===== src/design/upps_pkg.sv =====
`default_nettype none

package upps_pkg;

	// Receive queues that can have a socket bound
	localparam int unsigned QUEUE_COUNT = 64;

	// Frame byte offsets that are inspected
	localparam logic [5:0] OFS_TYPE_HI  = 6'd12;
	localparam logic [5:0] OFS_TYPE_LO  = 6'd13;
	localparam logic [5:0] OFS_PROTO    = 6'd23;
	localparam logic [5:0] OFS_PORT_HI  = 6'd36;
	localparam logic [5:0] OFS_PORT_LO  = 6'd37;
	localparam logic [5:0] SAT_POS      = 6'd42;

	// Offset of the last byte from which a frame is long enough for each check
	localparam logic [5:0] SHORT_ETH    = 6'd13;
	localparam logic [5:0] SHORT_IP     = 6'd33;
	localparam logic [5:0] SHORT_UDP    = 6'd41;

	localparam logic [15:0] ETHERTYPE_IPV4 = 16'h0800;
	localparam logic [7:0]  PROTO_UDP      = 8'd17;
	localparam logic [15:0] RESET_PORT     = 16'd5000;

	// Configuration register indexes
	localparam logic [1:0] REG_TARGET_PORT = 2'd0;
	localparam logic [1:0] REG_SOCKET_MASK = 2'd1;

	typedef enum logic [2:0] {
		REASON_REDIRECT   = 3'd0,
		REASON_TOO_SHORT  = 3'd1,
		REASON_NOT_IPV4   = 3'd2,
		REASON_NOT_UDP    = 3'd3,
		REASON_PORT_MISS  = 3'd4,
		REASON_NO_SOCKET  = 3'd5
	} reason_t;

	typedef struct packed {
		logic [15:0] steer_port;
		logic [63:0] socket_mask;
	} cfg_t;

	typedef struct packed {
		logic       redirect;
		logic [5:0] target_queue;
		reason_t    reason;
	} verdict_t;

endpackage

`default_nettype wire


===== src/design/udp_port_packet_steering_core.sv =====
// Channel   Direction  Handshake                      Payload
// s_axis    in         s_axis_tvalid / s_axis_tready  tdata: data_byte, tlast, tuser: queue_index
// m_axis    out        m_axis_tvalid / m_axis_tready  tdata: target_queue, reason; tuser: redirect
// cfg       in         cfg_valid / cfg_ready          cfg_index, cfg_data
//
// One byte is accepted per cycle while no last byte is held back. A byte goes
// to an input register, the verdict logic (offset compares and one 16-bit port
// compare) sits between that register and the output register, so the verdict
// word is loaded as the last byte leaves the input register. Mid-frame bytes
// keep moving while a verdict waits in the output register; only a last byte
// stalls behind it. Reset clears frame state, both valids and loads port 5000, mask 0.
`default_nettype none

module udp_port_packet_steering_core (
	input  wire logic        clk,
	input  wire logic        arst_n,
	input  wire logic        s_axis_tvalid,
	output logic             s_axis_tready,
	input  wire logic [7:0]  s_axis_tdata,   // [7:0] data_byte
	input  wire logic        s_axis_tlast,
	input  wire logic [7:0]  s_axis_tuser,   // [7:0] queue_index
	output logic             m_axis_tvalid,
	input  wire logic        m_axis_tready,
	output logic [15:0]      m_axis_tdata,   // [5:0] target_queue, [8:6] reason, [15:9] zero
	output logic             m_axis_tuser,   // [0] redirect
	input  wire logic        cfg_valid,
	output logic             cfg_ready,
	input  wire logic [1:0]  cfg_index,
	input  wire logic [63:0] cfg_data
);

	logic               valid_s1;
	logic [7:0]         byte_s1;
	logic               last_s1;
	logic [7:0]         queue_s1;
	logic               advance;
	logic               step;
	logic               out_valid_q;
	upps_pkg::verdict_t verdict;
	upps_pkg::verdict_t verdict_q;
	upps_pkg::cfg_t     cfg;

	assign cfg_ready = 1'b1;

	upps_cfg u_cfg (
		.clk      (clk),
		.arst_n   (arst_n),
		.wr_en    (cfg_valid),
		.wr_index (cfg_index),
		.wr_data  (cfg_data),
		.cfg      (cfg)
	);

	// A last byte moves on only if the output register is free or draining
	assign advance       = !last_s1 || !out_valid_q || m_axis_tready;
	assign step          = valid_s1 && advance;
	assign s_axis_tready = !valid_s1 || advance;

	// Input register
	always_ff @(posedge clk or negedge arst_n) begin
		if (!arst_n)
			valid_s1 <= 1'b0;
		else if (s_axis_tready)
			valid_s1 <= s_axis_tvalid;
	end

	always_ff @(posedge clk) begin
		if (s_axis_tready && s_axis_tvalid) begin
			byte_s1  <= s_axis_tdata;
			last_s1  <= s_axis_tlast;
			queue_s1 <= s_axis_tuser;
		end
	end

	upps_frame u_frame (
		.clk         (clk),
		.arst_n      (arst_n),
		.step        (step),
		.data_byte   (byte_s1),
		.last_byte   (last_s1),
		.queue_index (queue_s1),
		.cfg         (cfg),
		.verdict     (verdict)
	);

	// Output register: load a verdict word, hold it until taken
	always_ff @(posedge clk or negedge arst_n) begin
		if (!arst_n)
			out_valid_q <= 1'b0;
		else if (step && last_s1)
			out_valid_q <= 1'b1;
		else if (m_axis_tready)
			out_valid_q <= 1'b0;
	end

	always_ff @(posedge clk) begin
		if (step && last_s1)
			verdict_q <= verdict;
	end

	assign m_axis_tvalid = out_valid_q;
	assign m_axis_tuser  = verdict_q.redirect;
	assign m_axis_tdata  = {7'd0, verdict_q.reason, verdict_q.target_queue};

	// A new verdict only follows a last byte
	a_out_from_last: assert property (@(posedge clk) disable iff (!arst_n)
		$rose(m_axis_tvalid) |-> $past(step && last_s1))
		else $error("verdict word without a last byte");

	// Redirect and reason agree
	a_redirect_reason: assert property (@(posedge clk) disable iff (!arst_n)
		m_axis_tvalid |-> (m_axis_tuser == (m_axis_tdata[8:6] == upps_pkg::REASON_REDIRECT)))
		else $error("redirect flag disagrees with reason");

	// A passed frame names no queue
	a_pass_queue: assert property (@(posedge clk) disable iff (!arst_n)
		(m_axis_tvalid && !m_axis_tuser) |-> (m_axis_tdata[5:0] == 6'd0))
		else $error("passed frame carries a queue");

	// The output register is never overwritten while a word waits
	a_no_overwrite: assert property (@(posedge clk) disable iff (!arst_n)
		(out_valid_q && !m_axis_tready) |-> !(step && last_s1))
		else $error("pending verdict overwritten");

endmodule

`default_nettype wire


===== src/design/upps_cfg.sv =====
`default_nettype none

module upps_cfg (
	input  wire logic            clk,
	input  wire logic            arst_n,
	input  wire logic            wr_en,
	input  wire logic [1:0]      wr_index,
	input  wire logic [63:0]     wr_data,
	output upps_pkg::cfg_t       cfg
);

	logic [15:0] steer_port_q;
	logic [63:0] socket_mask_q;

	// Write a register; unknown indexes are dropped
	always_ff @(posedge clk or negedge arst_n) begin
		if (!arst_n) begin
			steer_port_q  <= upps_pkg::RESET_PORT;
			socket_mask_q <= '0;
		end else if (wr_en) begin
			case (wr_index)
				upps_pkg::REG_TARGET_PORT: steer_port_q <= wr_data[15:0];
				upps_pkg::REG_SOCKET_MASK: socket_mask_q <= wr_data;
				default: ;
			endcase
		end
	end

	assign cfg.steer_port  = steer_port_q;
	assign cfg.socket_mask = socket_mask_q;

endmodule

`default_nettype wire


===== src/design/upps_frame.sv =====
`default_nettype none

module upps_frame (
	input  wire logic            clk,
	input  wire logic            arst_n,
	input  wire logic            step,
	input  wire logic [7:0]      data_byte,
	input  wire logic            last_byte,
	input  wire logic [7:0]      queue_index,
	input  wire upps_pkg::cfg_t  cfg,
	output upps_pkg::verdict_t   verdict
);

	logic [5:0] pos_q;
	logic [7:0] type_hi_q;
	logic       is_ipv4_q;
	logic       is_udp_q;
	logic [7:0] port_hi_q;
	logic       port_match_q;

	logic [5:0] pos_n;
	logic [7:0] type_hi_n;
	logic       is_ipv4_n;
	logic       is_udp_n;
	logic [7:0] port_hi_n;
	logic       port_match_n;
	logic       socket_ok;

	// Capture header fields at their offsets
	always_comb begin
		type_hi_n    = type_hi_q;
		is_ipv4_n    = is_ipv4_q;
		is_udp_n     = is_udp_q;
		port_hi_n    = port_hi_q;
		port_match_n = port_match_q;
		case (pos_q)
			upps_pkg::OFS_TYPE_HI: type_hi_n = data_byte;
			upps_pkg::OFS_TYPE_LO: is_ipv4_n = ({type_hi_q, data_byte} == upps_pkg::ETHERTYPE_IPV4);
			upps_pkg::OFS_PROTO:   is_udp_n  = (data_byte == upps_pkg::PROTO_UDP);
			upps_pkg::OFS_PORT_HI: port_hi_n = data_byte;
			upps_pkg::OFS_PORT_LO: port_match_n = ({port_hi_q, data_byte} == cfg.steer_port);
			default: ;
		endcase
		pos_n = (pos_q < upps_pkg::SAT_POS) ? pos_q + 6'd1 : pos_q;
	end

	assign socket_ok = (queue_index < 8'(upps_pkg::QUEUE_COUNT)) &&
		cfg.socket_mask[queue_index[5:0]];

	// Decide in frame order
	always_comb begin
		verdict.redirect     = 1'b0;
		verdict.target_queue = '0;
		if (pos_q < upps_pkg::SHORT_ETH)
			verdict.reason = upps_pkg::REASON_TOO_SHORT;
		else if (!is_ipv4_n)
			verdict.reason = upps_pkg::REASON_NOT_IPV4;
		else if (pos_q < upps_pkg::SHORT_IP)
			verdict.reason = upps_pkg::REASON_TOO_SHORT;
		else if (!is_udp_n)
			verdict.reason = upps_pkg::REASON_NOT_UDP;
		else if (pos_q < upps_pkg::SHORT_UDP)
			verdict.reason = upps_pkg::REASON_TOO_SHORT;
		else if (!port_match_n)
			verdict.reason = upps_pkg::REASON_PORT_MISS;
		else if (socket_ok) begin
			verdict.reason       = upps_pkg::REASON_REDIRECT;
			verdict.redirect     = 1'b1;
			verdict.target_queue = queue_index[5:0];
		end else
			verdict.reason = upps_pkg::REASON_NO_SOCKET;
	end

	// Advance frame state; clear after the last byte
	always_ff @(posedge clk or negedge arst_n) begin
		if (!arst_n) begin
			pos_q        <= '0;
			type_hi_q    <= '0;
			is_ipv4_q    <= 1'b0;
			is_udp_q     <= 1'b0;
			port_hi_q    <= '0;
			port_match_q <= 1'b0;
		end else if (step) begin
			if (last_byte) begin
				pos_q        <= '0;
				type_hi_q    <= '0;
				is_ipv4_q    <= 1'b0;
				is_udp_q     <= 1'b0;
				port_hi_q    <= '0;
				port_match_q <= 1'b0;
			end else begin
				pos_q        <= pos_n;
				type_hi_q    <= type_hi_n;
				is_ipv4_q    <= is_ipv4_n;
				is_udp_q     <= is_udp_n;
				port_hi_q    <= port_hi_n;
				port_match_q <= port_match_n;
			end
		end
	end

endmodule

`default_nettype wire


===== config.mk =====
export PLATFORM = sky130hd
export DESIGN_NAME = udp_port_packet_steering_core
export DESIGN_NICKNAME = d
export VERILOG_FILES = /design/src/design/upps_pkg.sv /design/src/design/udp_port_packet_steering_core.sv /design/src/design/upps_cfg.sv /design/src/design/upps_frame.sv
export SDC_FILE = /design/constraint.sdc
export NUM_CORES = 1
export LEC_CHECK = 0
export ABC_AREA = 1
export ABC_CLOCK_PERIOD_IN_PS = 1800
export BUFFER_PORTS_ARGS = -buffer_cell sky130_fd_sc_hd__buf_4
export CORE_MARGIN = 5
export CORE_UTILIZATION = 52
export CTS_BUF_LIST = sky130_fd_sc_hd__clkbuf_4 sky130_fd_sc_hd__clkbuf_8
export DETAILED_ROUTE_END_ITERATION = 7
export PLACE_DENSITY = 0.78
export SETUP_SLACK_MARGIN = 0.1
export SLEW_MARGIN = 20
export SYNTH_ARGS = -nofsm -noshare
export SYNTH_HDL_FRONTEND = slang
export SYNTH_SLANG_ARGS = --single-unit

===== constraint.sdc =====
create_clock -name clk -period 1.8 [get_ports clk]
set_clock_uncertainty 0.05 [all_clocks]
set_input_delay 0.18 -clock clk [delete_from_list [all_inputs] [get_ports clk]]
set_output_delay 0.18 -clock clk [all_outputs]
set_load 0.02 [all_outputs]

# Word level (Yosys, flattened, before mapping)
# Cells that the tools add are included.
# word_totals
reg_bits	134
latchBits	0
mem_bits_rw	0
rom_bits	0
in_bits	88
n_memories	0
# classes
add_sub_neg	1
mul	0
div	0
n_lt_le_gt_ge	6
eq_ne	9
shifts	0
muxes	23
n_bitwise	4
reduce_logical	23
# ops
operator	n
8-bit 2-to-1 mux	4
6-bit < comparator (second input constant)	3
16-bit by 12-bit equality test with 1-bit output (second input constant)	1
16-bit equality test	1
6-bit by 4-bit equality test with 1-bit output (second input constant)	2
6-bit equality test (second input constant)	2
6-bit 2-to-1 mux	2
2-bit AND reduction	5
1-bit 2-to-1 mux	9
8-bit by 5-bit equality test with 1-bit output (second input constant)	1
8-bit by 7-bit < comparator with 1-bit output (second input constant)	1
2-bit 2-to-1 mux	4
2-bit nonzero test	4
6-bit by 7-bit < comparator with 1-bit output (second input constant)	1
7-bit 2-to-1 mux	1
7-bit OR reduction	1
6-bit by 1-bit adder with 6-bit output (second input constant)	1
1-bit binary-select mux with 6-bit select	1
6-bit by 5-bit equality test with 1-bit output (second input constant)	1
6-bit by 4-bit < comparator with 1-bit output (second input constant)	1
3-bit 2-to-1 mux	2
6-bit OR reduction	1
5-bit OR reduction	1
1-bit logical AND	4
other kinds (5)	12

# Depth between registers and ports, before layout
# depth
ltp_word	9
depth_mapped	16
mapped_depth_nobuf	14

# Hierarchy
# Synthesis repeated with hierarchy kept, for this count alone.
# unflattened
hier_cells	786
area_unflattened_um2	6750.2
# by_module_without_submodules
mod	n_inst	cells_per_inst	area_per_inst_um2	seq_area_each_um2
upps_cfg	1	355	3479.6	2008.2
upps_frame	1	380	2284.7	625.6
udp_port_packet_steering_core	1	51	985.9	860.8

# Least setup slack after synthesis
# Ideal clock, no wire load.
# synth_path
path_type	register to register
start	reg u_frame.pos_q[0]
end	reg u_frame.port_hi_q[0]
setup_ps	125
t_arrival_ps	1636
setup_slack_ps	-11
stages_incl_launch_ff	7
n_path_buf	1
period_less_slack_ps	1811
path_cell_list	dfrtp_1 -> inv_1 -> ha_1 -> inv_1 -> o41ai_2 -> buf_4 -> mux2_2
# synth_via
elab_chain_len	3
# synth_lines
element	line	text
start: declaration	upps_frame.sv:14	logic [5:0] pos_q;
start signal: assignment	upps_frame.sv:92	pos_q <= pos_n;
6-bit equality test	upps_frame.sv:36	case (pos_q)
2-bit nonzero test (no source line)	--	
2-bit AND reduction (no source line)	--	
end signal: assignment	upps_frame.sv:96	port_hi_q <= port_hi_n;
end: declaration	upps_frame.sv:18	logic [7:0] port_hi_q;
# No other way between the ends.
# A chain may end at the register's enable or synchronous reset.

# Worst setup path in the final report
# layout_path
start	reg queue_s1[0]
end	reg verdict_q (netlist bit m_axis_tdata[6]) (data pin)
# layout_via
elab_chain_len	9
word_cells_on_any_way	10
cone_classes	order compare (1); mux (8); reduce/logical (1)
# layout_lines
element	line	text
start: declaration	udp_port_packet_steering_core.sv:35	logic [7:0] queue_s1;
start signal: assignment	udp_port_packet_steering_core.sv:71	queue_s1 <= s_axis_tuser;
1-bit binary-select mux with 6-bit select	upps_frame.sv:48	cfg.socket_mask[queue_index[5:0]];
1-bit 2-to-1 mux (implied by the code)	upps_frame.sv:48	
1-bit logical AND *	upps_frame.sv:47	assign socket_ok = (queue_index < 8'(upps_pkg::QUEUE_COUNT)) &&
3-bit 2-to-1 mux *	upps_frame.sv:66	else if (socket_ok) begin
3-bit 2-to-1 mux *	upps_frame.sv:64	else if (!port_match_n)
2-bit 2-to-1 mux *	upps_frame.sv:62	else if (pos_q < upps_pkg::SHORT_UDP)
2-bit 2-to-1 mux *	upps_frame.sv:60	else if (!is_udp_n)
2-bit 2-to-1 mux *	upps_frame.sv:58	else if (pos_q < upps_pkg::SHORT_IP)
2-bit 2-to-1 mux *	upps_frame.sv:56	else if (!is_ipv4_n)
end signal: assignment	udp_port_packet_steering_core.sv:98	verdict_q <= verdict;
end: declaration	udp_port_packet_steering_core.sv:40	upps_pkg::verdict_t verdict_q;
# Mark *: on every way between the ends. The rest lies on a longest branch, timed or not. The select of a mux whose other input is x is not followed.

==> summary.txt <==
Synthesis
  – Library cells used by synthesis: 37
  – Synthesis Warnings: 0
  – Yosys top cell by area: dfrtp_1
  – Most used DFF post-synth: dfrtp_1
  – Yosys reg bits: 134
  – Synth area leaders: dfrtp_1, edfxtp_1, nand2_1, mux2_2, nand3_1
  – Synth Cell Area: 6232 µm²
  – Yosys top cell area share: 40.96%
  – Gate Count Post-Synth: 639
  – Syn Area/Cell: 9.753 µm²
  – Register area share after synthesis: 56.07%
  – Post-synth EDFFs: 27
  – Asr flop ratio synth: 79.85%

Hold path
  – Hold WC Path Type: in -> reg

Critical path
  – CP Launch Type: flip-flop
  – CP delay by family, top: simple AND/OR/NAND/NOR gates
  – Slowest-stage cell, CP: edfxtp_1
  – Crit-path max FO: 19
  – WP data arrival: 2.04 ns
  – CP Capture Type: flip-flop
  – CP required: 1.95 ns
  – CP Buf/Inv Count: 1
  – CP max stage delay: 0.43 ns
  – Cell mode on critical path: nand2_1
  – CP Class: reg -> reg
  – CP Cell Sequence: buf_4 > nand2_1 > nand3_1 > nand3_1 > nand2_1 > nand2_1 > nand3_1 > nand3_1 > nand2_1 > nand2_2 > nand2_1 > nand2_1 > nand2_1 > nand2_1

Status
  – Status: finished, violations left
  – Failing checks: setup timing

Cells and area
  – Fillers: 761
  – Nets: 947
  – Final Non-Filler Cells: 1,016
  – Area delta synth->final: 39.43%
  – Layout cell share with drive strength beyond 1: 31.42%
  – Ant diodes: 0

Drt
  – Routed vias/inst: 5.128
  – WL/cell: 16.06 µm
  – Via count: 5,210
  – Initial DRC Count: 362
  – Initial DRT Pass Iterations: 5
  – DRC Markers: 0
  – Final WL: 16,320 µm
  – ANT nets after route: 0

Flow run
  – Max Cap Viol: 0

Global route
  – Gr ovfl total: 0
  – First-pass GRT wire length: 26,590 µm
  – Vias in the first global route: 5,472
  – Initial antenna violation count: 0
  – Largest net degree at the start of global routing: 81
  – All-layer global routing usage: 23.70%

STA
  – WHS: 0.02251 ns
  – Tcrit/Tclk final: 105.2%
  – Final Setup Violations: 9
  – Setup ws final: -0.09321 ns
  – FMAX: 528.2 MHz
  – RSZ-0062 raised after global routing: yes
  – Final Max Slew Viols: 0
  – Fin crit period: 1.893 ns
  – Final Hold Fails: 0

Floorplanning
  – Initial Utilization: 52.54%
  – Site Rows: 40
  – Die Area: 14,270 µm²
  – DIE WIDTH: 119.5 µm
  – Die height: 119.5 µm
  – Core footprint: 11,860 µm²
  – # IOs: 108

Power and ir drop
  – Pwr per Cell Area: 879.3 nW/µm²
  – Leakage: 4.093 nW
  – VDD IR-drop max: 587.7 µV

Place
  – Input/output buffers: 99
  – DPL Wire Length: 10,330 µm
  – Placed insts: 883
  – RePlAce Congestion: 0.9220

Clocking
  – Clk_lat worst skew: 0.45 ns
  – CTS tree: yes
  – Sink Count: 134
  – H-tree Lvls: 4
  – CTS root buffer: clkbuf_8
  – Register clock-pin slew on the reported worst setup and hold paths: 0.08 ns
  – CTS Buf Count: 17
  – Clock buffer depth: 2
==> final timing paths <==
path,startpoint,cells past startpoint,slack (ns),end
worst max-delay path,queue_s1[0],14,-0.09,m_axis_tdata[6]
worst min-delay path,cfg_data[1],3,0.02,u_cfg.socket_mask_q[1]
worst max register to register,queue_s1[0],14,-0.09,m_axis_tdata[6]
worst min register to register,u_cfg.socket_mask_q[9],2,0.45,u_cfg.socket_mask_q[9]
max in group asynchronous,arst_n,3,0.92,u_cfg.steer_port_q[3]
min in group asynchronous,arst_n,2,0.14,u_frame.port_hi_q[7]
==> report_power, final <==
part | switching (W) | internal (W) | total (W)
logic | 0.000711 | 0.000830 | 0.00154
clock network | 0.00118 | 0.00111 | 0.00229
registers | 0.000284 | 0.00352 | 0.00381
==> synth_stat cells, types with 8 or more instances <==
cell	instances
clkbuf_1	11
nand4_1	8
xnor2_1	10
inv_1	61
edfxtp_1	27
nand2_1	161
mux2_2	53
nor2_1	26
buf_4	12
o21ai_0	54
dfrtp_1	102
nand3_1	65
==> worst reg2reg max path, delay by kind of cell (launching register included) <==
family | cells | cell delay (ns)
AND/OR/NAND/NOR | 13 | 0.90
flip-flops | 1 | 0.43
buffers and inverters | 1 | 0.25
==> cell type report <==
type                    count  area (µm²)  share of cell area (%)
clock buffers              19       249.0                   2.865
clock inverters            13       107.6                   1.238
inverters                  64       259.0                   2.981
multi-input cells         415        2432                   27.99
flip-flops and latches    134        3497                   40.24
well taps                 147       183.9                   2.117
repair buffers            223        1944                   22.38
repair inverters            1       16.27                  0.1872
==> per-stage QoR <==
step | setup TNS (ns) | area (µm²) | util (%) | setup WS, ns | power (W)
6_report | -0.6191 | 8690 | 73.26 | -0.09321 | 0.007641
3_5_place_dp | -0.6168 | 7197 | 60.68 | -0.07585 | 0.005099
5_1_grt | -2.311 | 8690 | 73.26 | -0.2751 | 0.008047
2_1_floorplan | 0 | 6266 | - | 0.07491 | 0.004592
3_3_place_gp | -0.2577 | 7197 | 60.68 | -0.06805 | 0.005028
4_1_cts | -0.3356 | 8514 | 71.78 | -0.04706 | 0.007577
==> cell usage in the layout (no fill, tap or decap), drive strengths merged, types with 6 or more instances in the layout <==
cell           n
buf          141
clkbuf        19
clkinv        13
conb           8
dfrtp        102
dlygate4sd3   82
edfxtp        27
inv           62
mux2          53
nand2        163
nand3         65
nand4          8
nor2          29
nor3           6
o21ai         54
xnor2         10
==> cell families (layout without fill, tap and decap cells) <==
kind of cell / after synthesis / in the layout / share of synthesized area (%)
DFF: 134 / 134 / 56.07
xor gates and xnor gates: 12 / 12 / 1.686
and+or+nand+nor: 278 / 278 / 19.25
muxes: 53 / 53 / 9.576
AOI/OAI and AO/OA: 61 / 61 / 5.340
other: 2 / 8 / 0.1205
buffers and inverters: 96 / 320 / 7.348
adders and majority gates: 3 / 3 / 0.6024
==> routing by layer <==
layer	wire length, µm	track usage, %	share of wire [%]	vias to the layer above
li1	-	-	-	2516
met1	6547	28.08	40	2506
met2	8599	41.49	53	155
met3	855	6.220	5.2	33
met4	318	8.661	1.9	0
met5	0	0	0	-
==> sequential cells by signal, summed over array words and instances, names as in the netlist, 6 cells and up <==
name / cells
m_axis_tdata: 9
u_frame.pos_q: 6
byte_s1: 8
queue_s1: 8
u_frame.type_hi_q: 8
u_cfg.steer_port_q: 16
u_cfg.socket_mask_q: 64
u_frame.port_hi_q: 8
==> what timing repair did <==
item	CTS	global route
resized for setup	15	36
endpoints found under the hold margin	200	0
setup endpoints to repair	39	30
pin swaps	2	11
cloned	1	0
setup buffers	8	10
hold buffers	82	0
(Power assumes the default switching activity.)
